<file path="config.mk">
export PLATFORM = sky130hd
export DESIGN_NAME = indexed_shift_list
export DESIGN_NICKNAME = d
export VERILOG_FILES = /design/src/hw/rtl/isl_pkg.sv /design/src/hw/rtl/indexed_shift_list.sv /design/src/hw/rtl/isl_ctrl.sv /design/src/hw/rtl/isl_dp.sv
export SDC_FILE = /design/constraint.sdc
export NUM_CORES = 2
export LEC_CHECK = 0
export BUFFER_PORTS_ARGS = -buffer_cell sky130_fd_sc_hd__buf_2
export CAP_MARGIN = 5
export CORE_MARGIN = 5
export CORE_UTILIZATION = 45
export DETAILED_ROUTE_END_ITERATION = 10
export HOLD_SLACK_MARGIN = 0.15
export PLACE_DENSITY_LB_ADDON = 0.08
export SLEW_MARGIN = 25
export SYNTH_ARGS = -nofsm -noshare
export SYNTH_HDL_FRONTEND = slang
export SYNTH_SLANG_ARGS = --single-unit
</file>
<file path="constraint.sdc">
create_clock -name clk -period 5 [get_ports clk]
set_input_delay 0.5 -clock clk [delete_from_list [all_inputs] [get_ports clk]]
set_output_delay 0.5 -clock clk [all_outputs]
set_load 0.1 [all_outputs]
</file>
<file path="src/hw/rtl/isl_pkg.sv">
// Shared types and codes for the indexed shift list.
`timescale 1ns / 1ps
`default_nettype none

package isl_pkg;

	// Field widths of the stream words
	localparam int CMD_W = 3;
	localparam int IDX_W = 6;
	localparam int VAL_W = 32;
	localparam int ST_W  = 2;
	localparam int CNT_W = 7;

	// Command codes
	localparam logic [CMD_W-1:0] CMD_PUSH   = 3'd0;
	localparam logic [CMD_W-1:0] CMD_POP    = 3'd1;
	localparam logic [CMD_W-1:0] CMD_INSERT = 3'd2;
	localparam logic [CMD_W-1:0] CMD_REMOVE = 3'd3;
	localparam logic [CMD_W-1:0] CMD_GET    = 3'd4;

	// Status codes
	localparam logic [ST_W-1:0] ST_OK    = 2'd0;
	localparam logic [ST_W-1:0] ST_RANGE = 2'd1;
	localparam logic [ST_W-1:0] ST_FULL  = 2'd2;
	localparam logic [ST_W-1:0] ST_GAP   = 2'd3;

	typedef enum logic [2:0] {
		S_IDLE,
		S_DECODE,
		S_SHIFT,
		S_DRAIN,
		S_GET_RD,
		S_COMMIT
	} state_t;

	// One accepted command word
	typedef struct packed {
		logic [CMD_W-1:0] cmd;
		logic [IDX_W-1:0] item_index;
		logic [VAL_W-1:0] item_value;
	} req_t;

	// One result word
	typedef struct packed {
		logic [VAL_W-1:0] read_value;
		logic [ST_W-1:0]  status;
		logic [CNT_W-1:0] entry_count;
		logic             is_full;
		logic             is_empty;
	} res_t;

	// Controller to datapath
	typedef struct packed {
		logic load;    // capture the incoming command
		logic init;    // set the memory pointer to its start
		logic rd;      // read the memory at the pointer and advance it
		logic shift;   // the read feeds a move of one entry
		logic commit;  // update the count and memory, emit the result
	} dp_ctl_t;

	// Datapath to controller
	typedef struct packed {
		logic need_shift;
		logic get_ok;
		logic last;
		logic out_free;
	} dp_stat_t;

endpackage

`default_nettype wire

</file>
<file path="src/hw/rtl/indexed_shift_list.sv">
// Top level of the indexed shift list: stream ports around sequencer and datapath.
`timescale 1ns / 1ps
`default_nettype none

// Bounded ordered list of up to CAPACITY words of DATA_WIDTH bits, driven by
// one command word at a time: push, pop, insert at an index, remove at an index
// and get at an index. Each command word yields exactly one result word with a
// status (ok, index out of range, list full, not contiguous), the value read by
// a successful get (zero otherwise), the count after the command and the full
// and empty flags. A rejected command leaves the list unchanged; pop on an
// empty list and unused command codes report ok and change nothing. Entries
// live in a single-port-write memory, so insert and remove move the later
// entries one per cycle. A command passes from acceptance through decode, then
// the shift walk and its drain for an insert or remove that moves entries, or
// the memory read for a get, to commit, which waits until the result register
// is free. The block takes one command at a time, and a new command can be
// accepted once the previous result is registered, even while that result
// still waits on m_tready. Entry contents are not cleared by reset; count is.
module indexed_shift_list #(
	parameter int CAPACITY   = 64,
	parameter int DATA_WIDTH = 32
) (
	input  wire         clk,
	input  wire         arst_n,

	input  wire         s_tvalid,
	output logic        s_tready,
	input  wire  [39:0] s_tdata,   // item_index[5:0], item_value[37:6], zero[39:38]
	input  wire  [2:0]  s_tuser,   // cmd[2:0]

	output logic        m_tvalid,
	input  wire         m_tready,
	output logic [47:0] m_tdata,   // read_value[31:0], entry_count[38:32], is_full[39],
	                               // is_empty[40], zero[47:41]
	output logic [1:0]  m_tuser    // status[1:0]
);

	isl_pkg::req_t     req;
	isl_pkg::res_t     res;
	isl_pkg::dp_ctl_t  ctl;
	isl_pkg::dp_stat_t stat;

	// Unpack the command word
	assign req.cmd        = s_tuser;
	assign req.item_index = s_tdata[5:0];
	assign req.item_value = s_tdata[37:6];

	// Sequencer: accept, check, walk the shift, hold until the result slot frees
	isl_ctrl u_ctrl (
		.clk      (clk),
		.arst_n   (arst_n),
		.in_valid (s_tvalid),
		.in_ready (s_tready),
		.stat     (stat),
		.ctl      (ctl)
	);

	// Datapath: entry memory, count, pointer and result register
	isl_dp #(
		.CAPACITY   (CAPACITY),
		.DATA_WIDTH (DATA_WIDTH)
	) u_dp (
		.clk       (clk),
		.arst_n    (arst_n),
		.req       (req),
		.ctl       (ctl),
		.stat      (stat),
		.res       (res),
		.res_valid (m_tvalid),
		.res_ready (m_tready)
	);

	// Pack the result word, zero fill to whole bytes
	assign m_tdata = {7'b0, res.is_empty, res.is_full, res.entry_count, res.read_value};
	assign m_tuser = res.status;

endmodule

`default_nettype wire

</file>
<file path="src/hw/rtl/isl_ctrl.sv">
// Command sequencer of the indexed shift list.
`timescale 1ns / 1ps
`default_nettype none

module isl_ctrl (
	input  wire               clk,
	input  wire               arst_n,
	input  wire               in_valid,
	output logic              in_ready,
	input  isl_pkg::dp_stat_t stat,
	output isl_pkg::dp_ctl_t  ctl
);

	isl_pkg::state_t state_q, state_nxt;

	always_ff @(posedge clk or negedge arst_n) begin
		if (!arst_n) begin
			state_q <= isl_pkg::S_IDLE;
		end else begin
			state_q <= state_nxt;
		end
	end

	always_comb begin
		state_nxt = state_q;
		ctl       = '0;
		in_ready  = 1'b0;
		unique case (state_q)
			isl_pkg::S_IDLE: begin
				in_ready = 1'b1;
				if (in_valid) begin
					ctl.load  = 1'b1;
					state_nxt = isl_pkg::S_DECODE;
				end
			end
			isl_pkg::S_DECODE: begin
				if (stat.need_shift) begin
					ctl.init  = 1'b1;
					state_nxt = isl_pkg::S_SHIFT;
				end else if (stat.get_ok) begin
					ctl.init  = 1'b1;
					state_nxt = isl_pkg::S_GET_RD;
				end else begin
					state_nxt = isl_pkg::S_COMMIT;
				end
			end
			isl_pkg::S_SHIFT: begin
				ctl.rd    = 1'b1;
				ctl.shift = 1'b1;
				if (stat.last) begin
					state_nxt = isl_pkg::S_DRAIN;
				end
			end
			// last moved entry is written back here
			isl_pkg::S_DRAIN: begin
				state_nxt = isl_pkg::S_COMMIT;
			end
			isl_pkg::S_GET_RD: begin
				ctl.rd    = 1'b1;
				state_nxt = isl_pkg::S_COMMIT;
			end
			isl_pkg::S_COMMIT: begin
				if (stat.out_free) begin
					ctl.commit = 1'b1;
					state_nxt  = isl_pkg::S_IDLE;
				end
			end
			default: begin
				state_nxt = isl_pkg::S_IDLE;
			end
		endcase
	end

endmodule

`default_nettype wire

</file>
<file path="src/hw/rtl/isl_dp.sv">
// Entry memory, count, shift pointer and result register of the indexed shift list.
`timescale 1ns / 1ps
`default_nettype none

module isl_dp #(
	parameter int CAPACITY   = 64,
	parameter int DATA_WIDTH = 32
) (
	input  wire               clk,
	input  wire               arst_n,
	input  isl_pkg::req_t     req,
	input  isl_pkg::dp_ctl_t  ctl,
	output isl_pkg::dp_stat_t stat,
	output isl_pkg::res_t     res,
	output logic              res_valid,
	input  wire               res_ready
);

	localparam int AW    = $clog2(CAPACITY);
	localparam int CW    = $clog2(CAPACITY + 1);
	localparam int IW    = isl_pkg::IDX_W;
	localparam int XW    = ((CW > IW) ? CW : IW) + 1;
	localparam int VW    = isl_pkg::VAL_W;
	localparam int CNTOW = isl_pkg::CNT_W;

	logic [isl_pkg::CMD_W-1:0] cmd_q;
	logic [IW-1:0]             idx_q;
	logic [DATA_WIDTH-1:0]     val_q;
	logic [CW-1:0]             count_q;
	logic [AW-1:0]             ptr_q;

	logic [DATA_WIDTH-1:0]     mem_q [CAPACITY];
	logic [DATA_WIDTH-1:0]     rd_data_s1;
	logic [AW-1:0]             rd_addr_s1;
	logic                      wb_s1;

	isl_pkg::res_t             res_q;
	logic                      res_vld_q;

	logic [XW-1:0]             idx_x;
	logic [XW-1:0]             cnt_x;
	logic [XW-1:0]             cnt_m1_x;
	logic [XW-1:0]             idx_p1_x;
	logic                      list_full;
	logic [isl_pkg::ST_W-1:0]  st;
	logic                      ok;
	logic                      shift_up;
	logic [AW-1:0]             start_ptr;
	logic [AW-1:0]             end_ptr;
	logic [CW-1:0]             cnt_nxt;
	logic                      wr_en;
	logic [AW-1:0]             wr_addr;
	logic [DATA_WIDTH-1:0]     wr_data;

	assign idx_x     = XW'(idx_q);
	assign cnt_x     = XW'(count_q);
	assign cnt_m1_x  = cnt_x - XW'(1);
	assign idx_p1_x  = idx_x + XW'(1);
	assign list_full = (count_q == CW'(CAPACITY));
	assign shift_up  = (cmd_q == isl_pkg::CMD_INSERT);

	// Command checks in priority order
	always_comb begin
		st = isl_pkg::ST_OK;
		unique case (cmd_q) inside
			isl_pkg::CMD_PUSH: begin
				if (list_full) begin
					st = isl_pkg::ST_FULL;
				end
			end
			isl_pkg::CMD_INSERT: begin
				if (idx_x >= XW'(CAPACITY)) begin
					st = isl_pkg::ST_RANGE;
				end else if (list_full) begin
					st = isl_pkg::ST_FULL;
				end else if (idx_x > cnt_x) begin
					st = isl_pkg::ST_GAP;
				end
			end
			isl_pkg::CMD_REMOVE, isl_pkg::CMD_GET: begin
				if (idx_x >= cnt_x) begin
					st = isl_pkg::ST_RANGE;
				end
			end
			default: begin
				st = isl_pkg::ST_OK;
			end
		endcase
	end

	assign ok = (st == isl_pkg::ST_OK);

	assign stat.need_shift = ok && (
		(shift_up && (idx_x < cnt_x)) ||
		((cmd_q == isl_pkg::CMD_REMOVE) && (idx_p1_x < cnt_x)));
	assign stat.get_ok   = ok && (cmd_q == isl_pkg::CMD_GET);
	assign stat.last     = (ptr_q == end_ptr);
	assign stat.out_free = !res_vld_q || res_ready;

	// Insert walks down from the top entry, remove walks up from idx+1
	always_comb begin
		if (cmd_q == isl_pkg::CMD_GET) begin
			start_ptr = idx_x[AW-1:0];
		end else if (shift_up) begin
			start_ptr = cnt_m1_x[AW-1:0];
		end else begin
			start_ptr = idx_p1_x[AW-1:0];
		end
		end_ptr = shift_up ? idx_x[AW-1:0] : cnt_m1_x[AW-1:0];
	end

	always_comb begin
		cnt_nxt = count_q;
		unique case (cmd_q) inside
			isl_pkg::CMD_PUSH, isl_pkg::CMD_INSERT: begin
				if (ok) begin
					cnt_nxt = count_q + CW'(1);
				end
			end
			isl_pkg::CMD_POP: begin
				if (count_q != '0) begin
					cnt_nxt = count_q - CW'(1);
				end
			end
			isl_pkg::CMD_REMOVE: begin
				if (ok) begin
					cnt_nxt = count_q - CW'(1);
				end
			end
			default: begin
				cnt_nxt = count_q;
			end
		endcase
	end

	// Single write port: moved entries during a shift, the new word at commit
	always_comb begin
		wr_en   = 1'b0;
		wr_addr = '0;
		wr_data = val_q;
		if (wb_s1) begin
			wr_en   = 1'b1;
			wr_addr = shift_up ? (rd_addr_s1 + AW'(1)) : (rd_addr_s1 - AW'(1));
			wr_data = rd_data_s1;
		end else if (ctl.commit && ok &&
			((cmd_q == isl_pkg::CMD_PUSH) || shift_up)) begin
			wr_en   = 1'b1;
			wr_addr = shift_up ? idx_x[AW-1:0] : cnt_x[AW-1:0];
		end
	end

	always_ff @(posedge clk) begin
		if (wr_en) begin
			mem_q[wr_addr] <= wr_data;
		end
		if (ctl.rd) begin
			rd_data_s1 <= mem_q[ptr_q];
			rd_addr_s1 <= ptr_q;
		end
	end

	always_ff @(posedge clk) begin
		if (ctl.load) begin
			cmd_q <= req.cmd;
			idx_q <= req.item_index;
			val_q <= DATA_WIDTH'(req.item_value);
		end
		if (ctl.init) begin
			ptr_q <= start_ptr;
		end else if (ctl.rd) begin
			ptr_q <= shift_up ? (ptr_q - AW'(1)) : (ptr_q + AW'(1));
		end
		if (ctl.commit) begin
			res_q.read_value  <= stat.get_ok ? VW'(rd_data_s1) : '0;
			res_q.status      <= st;
			res_q.entry_count <= CNTOW'(cnt_nxt);
			res_q.is_full     <= (cnt_nxt == CW'(CAPACITY));
			res_q.is_empty    <= (cnt_nxt == '0);
		end
	end

	always_ff @(posedge clk or negedge arst_n) begin
		if (!arst_n) begin
			count_q   <= '0;
			wb_s1     <= 1'b0;
			res_vld_q <= 1'b0;
		end else begin
			wb_s1 <= ctl.rd && ctl.shift;
			if (ctl.commit) begin
				count_q   <= cnt_nxt;
				res_vld_q <= 1'b1;
			end else if (res_ready) begin
				res_vld_q <= 1'b0;
			end
		end
	end

	assign res       = res_q;
	assign res_valid = res_vld_q;

endmodule

`default_nettype wire

</file>
Word level (Yosys, flattened, before mapping)
Memories as Yosys holds them, arrays and structs flattened. A register that Yosys moved wholly into a read port is not among the register bits.
Cells that the tools add are included.
Widths: inputs -> output; s select.
{"block": "classes", "addsub": 8, "n_lt_le_gt_ge": 5, "n_eq_ne": 15, "mux": 43, "n_reduce_logical": 23}
{"cell": "$mux 6", "n": 10}
{"cell": "$mux 32", "n": 1}
{"cell": "$mux 7", "n": 3}
{"cell": "$pmux 7 s3", "n": 1}
{"cell": "$mux 1", "n": 18}
{"cell": "$sub 6x1->6 const B", "n": 3}
{"cell": "$pmux 3 s5", "n": 1}
{"cell": "$eq 7x7->1 const B", "n": 2}
{"cell": "$add 6x1->6 const B", "n": 2}
{"cell": "$eq 3x2->1 const B", "n": 4}
{"cell": "$mux 3", "n": 4}
{"cell": "$eq 3x3->1 const B", "n": 3}
{"cell": "$mux 2", "n": 4}
{"cell": "$reduce_or 2->1", "n": 4}
{"cell": "$add 6x1->7 const B", "n": 1}
{"cell": "$add 7x1->7 const B", "n": 1}
{"cell": "$ge 6x7->1", "n": 1}
{"cell": "$ge 6x7->1 const B", "n": 1}
{"cell": "$gt 6x7->1", "n": 1}
{"cell": "$logic_and 1x1->1", "n": 7}
{"cell": "$logic_not 7->1", "n": 1}
{"cell": "$lt 6x7->1", "n": 1}
{"cell": "$lt 7x7->1", "n": 1}
{"cell": "$reduce_bool 7->1", "n": 1}
{"cell": "other kinds (11)", "n": 18}
{"block": "word_totals", "register_bits": 108, "ramBits": 2048, "elab_cells": 109, "mem_count": 1}
{"memory": "u_dp.mem_q", "depth": 64, "word_bits": 32, "read_ports": 1, "rd_clocked_by_memory_dff": 1, "wr": 1, "line_no": "isl_dp.sv:32", "rtl": "logic [DATA_WIDTH-1:0] mem_q [CAPACITY];"}

Depth between registers and ports, before layout
{"block": "depth", "word_depth": 12, "mapped_depth": 15, "ltp_nobuf": 11}

By module
Synthesis repeated with hierarchy kept, for this count alone.
{"block": "hier_totals", "cells_unflattened": 3513, "hier_area_um2": 84775.1}
{"module": "isl_dp", "instances": 1, "cells_each": 3479, "area_per_inst_um2": 84494.8, "seq_area_each_um2": 65567.9}
{"module": "isl_ctrl", "instances": 1, "cells_each": 26, "area_per_inst_um2": 224.0, "seq_area_each_um2": 75.1}
{"module": "indexed_shift_list", "instances": 1, "cells_each": 8, "area_per_inst_um2": 56.3, "seq_area_each_um2": 0.0}

Worst setup path before layout
OpenSTA, ideal clock, no wires.
{"block": "synth_path", "path_type": "reg-to-reg", "start": "register u_dp.cmd_q[2] (netlist name)", "end": "memory u_dp.mem_q[0][0] (enable)", "setup_ns": 0.421, "arrival_time_ns": 4.329, "setup_slack_ns": 0.250, "path_stages_with_launch": 14, "path_buffers": 3, "cell_sequence": "edfxtp_1 > or3b_1 > clkbuf_1 > clkbuf_1 > ha_1 > a21o_1 > a21oi_1 > o21bai_1 > a21oi_1 > xnor2_1 > a21o_1 > or3_1 > clkbuf_1 > nor2_1"}
{"block": "synth_via", "elab_chain_len": 10, "word_cells_on_any_way": 18}
{"element": "start, declared", "line_no": "isl_dp.sv:26", "rtl": "logic [isl_pkg::CMD_W-1:0] cmd_q;"}
{"element": "start signal, assigned", "line_no": "isl_dp.sv:164", "rtl": "cmd_q <= req.cmd;"}
{"element": "$eq 3x3->1 (no line) / $eq 3x2->1 (equally long branches)"}
{"element": "$reduce_or 2->1", "line_no": "isl_dp.sv:65", "rtl": "unique case (cmd_q) inside"}
{"element": "$pmux 2 s3", "line_no": "isl_dp.sv:65"}
{"element": "$logic_not 2->1", "line_no": "isl_dp.sv:91", "rtl": "assign ok = (st == isl_pkg::ST_OK);"}
{"element": "$logic_and 1x1->1 (2 in series)", "line_no": "isl_dp.sv:145", "rtl": "end else if (ctl.commit && ok &&"}
{"element": "$mux 1", "line_no": "isl_dp.sv:145"}
{"element": "$mux 1", "line_no": "isl_dp.sv:141", "rtl": "if (wb_s1) begin"}
{"element": "$mux 1", "line_no": "isl_dp.sv:153", "rtl": "if (wr_en) begin"}
{"element": "$mux 1 (implied by the code)", "line_no": "isl_dp.sv:154", "rtl": "mem_q[wr_addr] <= wr_data;"}
{"element": "end, declared", "line_no": "isl_dp.sv:32"}
Parallel ways exist; a longest one is shown, timed or not.

Worst setup path in the final report
{"block": "layout_path", "start": "register u_dp.count_q[2]", "end": "memory u_dp.mem_q[31][5] (enable)"}
{"block": "layout_via", "elab_chain_len": 12, "word_cells_on_any_way": 19}
{"element": "start, declared", "line_no": "isl_dp.sv:29", "rtl": "logic [CW-1:0] count_q;"}
{"element": "start signal, assigned", "line_no": "isl_dp.sv:190", "rtl": "count_q <= cnt_nxt;"}
{"element": "$gt 6x7->1", "line_no": "isl_dp.sv:76", "rtl": "end else if (idx_x > cnt_x) begin"}
{"element": "$mux 2", "line_no": "isl_dp.sv:76"}
{"element": "$mux 2", "line_no": "isl_dp.sv:74", "rtl": "end else if (list_full) begin"}
{"element": "$mux 2", "line_no": "isl_dp.sv:72", "rtl": "if (idx_x >= XW'(CAPACITY)) begin"}
{"element": "$pmux 2 s3", "line_no": "isl_dp.sv:65"}
{"element": "$logic_not 2->1", "line_no": "isl_dp.sv:91"}
{"element": "$logic_and 1x1->1 (2 in series)", "line_no": "isl_dp.sv:145"}
{"element": "$mux 1", "line_no": "isl_dp.sv:145"}
{"element": "$mux 1", "line_no": "isl_dp.sv:141"}
{"element": "$mux 1", "line_no": "isl_dp.sv:153"}
{"element": "$mux 1 (implied by the code)", "line_no": "isl_dp.sv:154"}
Parallel ways exist; a longest one is shown, timed or not.

==> out/results.tsv <==
stage	metric	value	unit
run_status	status	complete, no violations	
setup_path	FF-to-FF path depth	10	
sta	Final setup viols	0	
floorplan	die height	444	um
placement	PortBufs	89	
clock_tree	clock sinks	2188	
detailed_routing	Initial DRT Pass Iterations	5	
synthesis	Mapped Area	84700	um2
setup_path	crit start category	flop	
synthesis	ys flop type	edfxtp_1	
sta	worst-margin pin slew	963	ps
detailed_routing	per-cell routed wire length	31.1	um
setup_path	Critical R2R Launch	u_dp.count_q[2]	
finish	synthesis-to-finish area growth	15.1	%
clock_tree	root cell of the clock tree	clkbuf_16	
synthesis	syn avg cell area	24.1	um2
setup_path	Critical Path RT	5510	ps
detailed_routing	drt via density	5.90	
sta	final worst setup slack	567	ps
sta	post-layout min period	4430	ps
sta	Slew Limit Fails	0	
global_routing	pin count of the biggest net entering global routing	112	
sta	fmax	226	MHz
detailed_routing	DR iter-0 viols	4000	
setup_path	cell depth of the worst setup path	10	
clock_tree	Max Buffers Root-to-Sink	3	
global_routing	initial antenna violation count	22	
finish	post-route insts no fill	6519	
setup_path	Worst Path Class, Setup	reg2reg	
setup_path	Critical Path End Type	flop	
setup_path	Buffers & Inverters on Critical Path	2	
global_routing	global route total overflow	0	
setup_path	cell repeated most along the worst path	a21o_1	
sta	RSZ-0062 raised after global routing	false	
sta	total negative slack	0	ps
detailed_routing	drt drc	0	
global_routing	first-pass GRT wire length	292000	um
sta	Max-Slew Margin vs Limit	0.358	
pwr	pwr dens	558	nW/um2
min_path	worst min-delay path startpoint	s_tvalid	
setup_path	crit-path max FO	19	
detailed_routing	routed vias	38500	
synthesis	ys async rst share	0.00548	
setup_path	CP top delay family	simple AND/OR/NAND/NOR gates	
synthesis	area leader, netlist	edfxtp_1	
min_path	HP Class	in2reg	
synthesis	post-synth top area share	0.772	
setup_path	Worst Path Arrival	4950	ps
synthesis	cells after synthesis	3514	
clock_tree	clock insertion delay at the later pin of the skew report	820	ps
clock_tree	CTS buffer count	219	
synthesis	number of library cell types mapped by synthesis	71	
global_routing	overall routing resource usage	0.206	
synthesis	synth warn	0	
setup_path	CP Launch Point	u_dp.count_q[2]	
sta	Layout Skew	21.6	ps
floorplan	Die Area	197000	um2
placement	DP Worst Slack	666	ps
setup_path	CP max stage delay	600	ps
finish	share of post-route cells with drive strength above 1	0.330	
pwr	peak supply drop	0.496	mV
synthesis	Post-synth EDFFs	2176	
synthesis	FF+latch count, synth	2188	
floorplan	die width	444	um
detailed_routing	Routed Antenna Nets	0	
floorplan	I/O pin total	99	
finish	# fillers	14400	
synthesis	Seq/Total Area, Yosys	0.775	
floorplan	core area	187000	um2
global_routing	number of global-route vias before repair	40300	
job	max_cap viols	0	
floorplan	Initial Utilization	0.452	
placement	DP Cell Count	6071	
finish	nets	3914	
placement	post-detail-place hpwl	118000	um
detailed_routing	detailed-route wire length	203000	um
sta	part of the cycle the worst path needs	0.887	
clock_tree	CTS clk-pin slew, worst paths	60	ps
setup_path	CP Cell Sequence	inv_1 -> ha_1 -> a21oi_1 -> a21o_1 -> a21o_1 -> nand4_2 -> o31ai_2 -> nand3_1 -> nor2_4 -> buf_12	
setup_path	CP max-delay cell	dfrtp_1	
clock_tree	H-tree levels	4	
pwr	Leakage	0.0303	uW
clock_tree	CTS tree	done	
synthesis	Synth area leaders	edfxtp_1 (77%), mux4_2 (18%), mux2_2 (0.45%), nor2_1 (0.43%), clkbuf_1 (0.39%)	
min_path	Worst Hold Depth	7	
placement	gpl congestion	0.808	
setup_path	flop2flop setup slack	570	ps
sta	Fin. Hold Viols	0	
clock_tree	number of cells upsized or downsized after cts	0	
floorplan	num rows	159	
## layout by cell type (no fill, tap or decap), types with 10 or more instances in the layout
cell type / netlist / layout
and3_1: 39 / 38
edfxtp_1: 2176 / 2176
dlygate4sd3_1: 0 / 44
xnor2_1: 24 / 24
nand2_1: 37 / 37
clkinv_1: 1 / 71
nand3_1: 16 / 16
nor2_4: 0 / 65
mux2_2: 34 / 17
mux2_4: 0 / 17
buf_2: 51 / 89
o21ai_0: 13 / 13
nor3_1: 11 / 10
clkbuf_16: 0 / 225
bufinv_16: 0 / 22
clkbuf_1: 89 / 37
dfrtp_1: 12 / 11
nor2_1: 96 / 31
clkinv_2: 0 / 32
inv_1: 20 / 20
mux4_2: 672 / 672
ha_1: 24 / 24
buf_4: 11 / 92
a21oi_1: 32 / 32
buf_12: 0 / 65
a21o_1: 11 / 11
## final timing paths
kind	to
setup / recovery	u_dp.mem_q[31][5]
hold / removal	u_ctrl.state_q[0]
setup reg to reg	u_dp.mem_q[31][5]
hold reg to reg	u_dp.res[15]
max in group asynchronous	u_dp.wb_s1
min in group asynchronous	u_ctrl.state_q[2]
## metrics by stage
stage	total power, uW	utilization	cell area [um2]	hold slack, ps
after floorplan	33400	-	84700	204
after global placement	38700	0.480	89900	405
after detailed placement	39000	0.480	89900	416
after CTS	55000	0.520	97400	201
after global routing	56700	0.520	97400	285
final	54400	0.520	97400	292
## area by class of cell
cell class | count | area [um2] | area share
clock inverter | 140 | 1240 | 0.0128
multi-input combinational | 1120 | 18700 | 0.192
clock buffer | 262 | 5770 | 0.0592
tap | 2495 | 3120 | 0.0320
antenna | 2 | 5.00 | 0.0000514
inverter | 22 | 82.6 | 0.000848
timing repair buffer | 290 | 2880 | 0.0295
sequential | 2188 | 65600 | 0.674
## timing repair
action	CTS	global route
endpoints found under the hold margin	56	0
hold buffers	44	0
setup buffers	0	0
endpoints found under the setup margin	0	0
## cell usage after synthesis, types with 11 or more instances
library cell	n
a21o_1	11
and3_1	39
xnor2_1	24
dfrtp_1	12
buf_2	51
o21ai_0	13
inv_1	20
mux4_2	672
nor3_1	11
ha_1	24
nor2_1	96
nand2_1	37
buf_4	11
clkbuf_1	89
nand3_1	16
mux2_2	34
buf_1	35
a21oi_1	32
edfxtp_1	2176
## worst min-delay path, delay by kind of cell
| kind | cells | cell delay, ps |
|---|---|---|
| simple gates | 4 | 290 |
| buf+inv | 1 | 130 |
| compound gates | 2 | 150 |
## routing by layer
metal | vias to the layer above | wire length (um) | global-route usage
met2 | 1336 | 97600 | 0.328
met5 | - | 0 | 0
met3 | 276 | 13900 | 0.0419
met1 | 21000 | 86900 | 0.299
li1 | 15800 | - | -
met4 | 0 | 4090 | 0.0479
## state kept, by name (all words and copies together), names as in the netlist
register	cells
u_dp.cmd_q	3
u_dp.res_valid	1
u_ctrl.state_q	3
u_dp.res	43
u_dp.count_q	7
u_dp.val_q	32
u_dp.ptr_q	6
u_dp.rd_addr_s1	6
u_dp.idx_q	6
u_dp.wb_s1	1
u_dp.rd_data_s1	32
u_dp.mem_q	2048
## where the power goes
part / total [uW] / switching (uW) / internal, uW
clock network: 16000 / 6680 / 9290
logic: 16000 / 9180 / 6800
registers: 22400 / 507 / 21900
total: 54400 / 16400 / 38000
## cells by family (layout without fill, tap and decap cells)
| kind of cell | Yosys count | count (layout) | synth area share |
|---|---|---|---|
| compound gates | 109 | 109 | 0.00882 |
| buf+inv | 212 | 714 | 0.0110 |
| xor+xnor | 27 | 27 | 0.00279 |
| fa+ha+maj | 26 | 26 | 0.00402 |
| simple gates | 237 | 237 | 0.0137 |
| flops | 2188 | 2188 | 0.775 |
| other cells | 1 | 9 | 0.0000443 |
| mux | 714 | 714 | 0.184 |
Note: power is estimated with default switching activity, not from simulation.
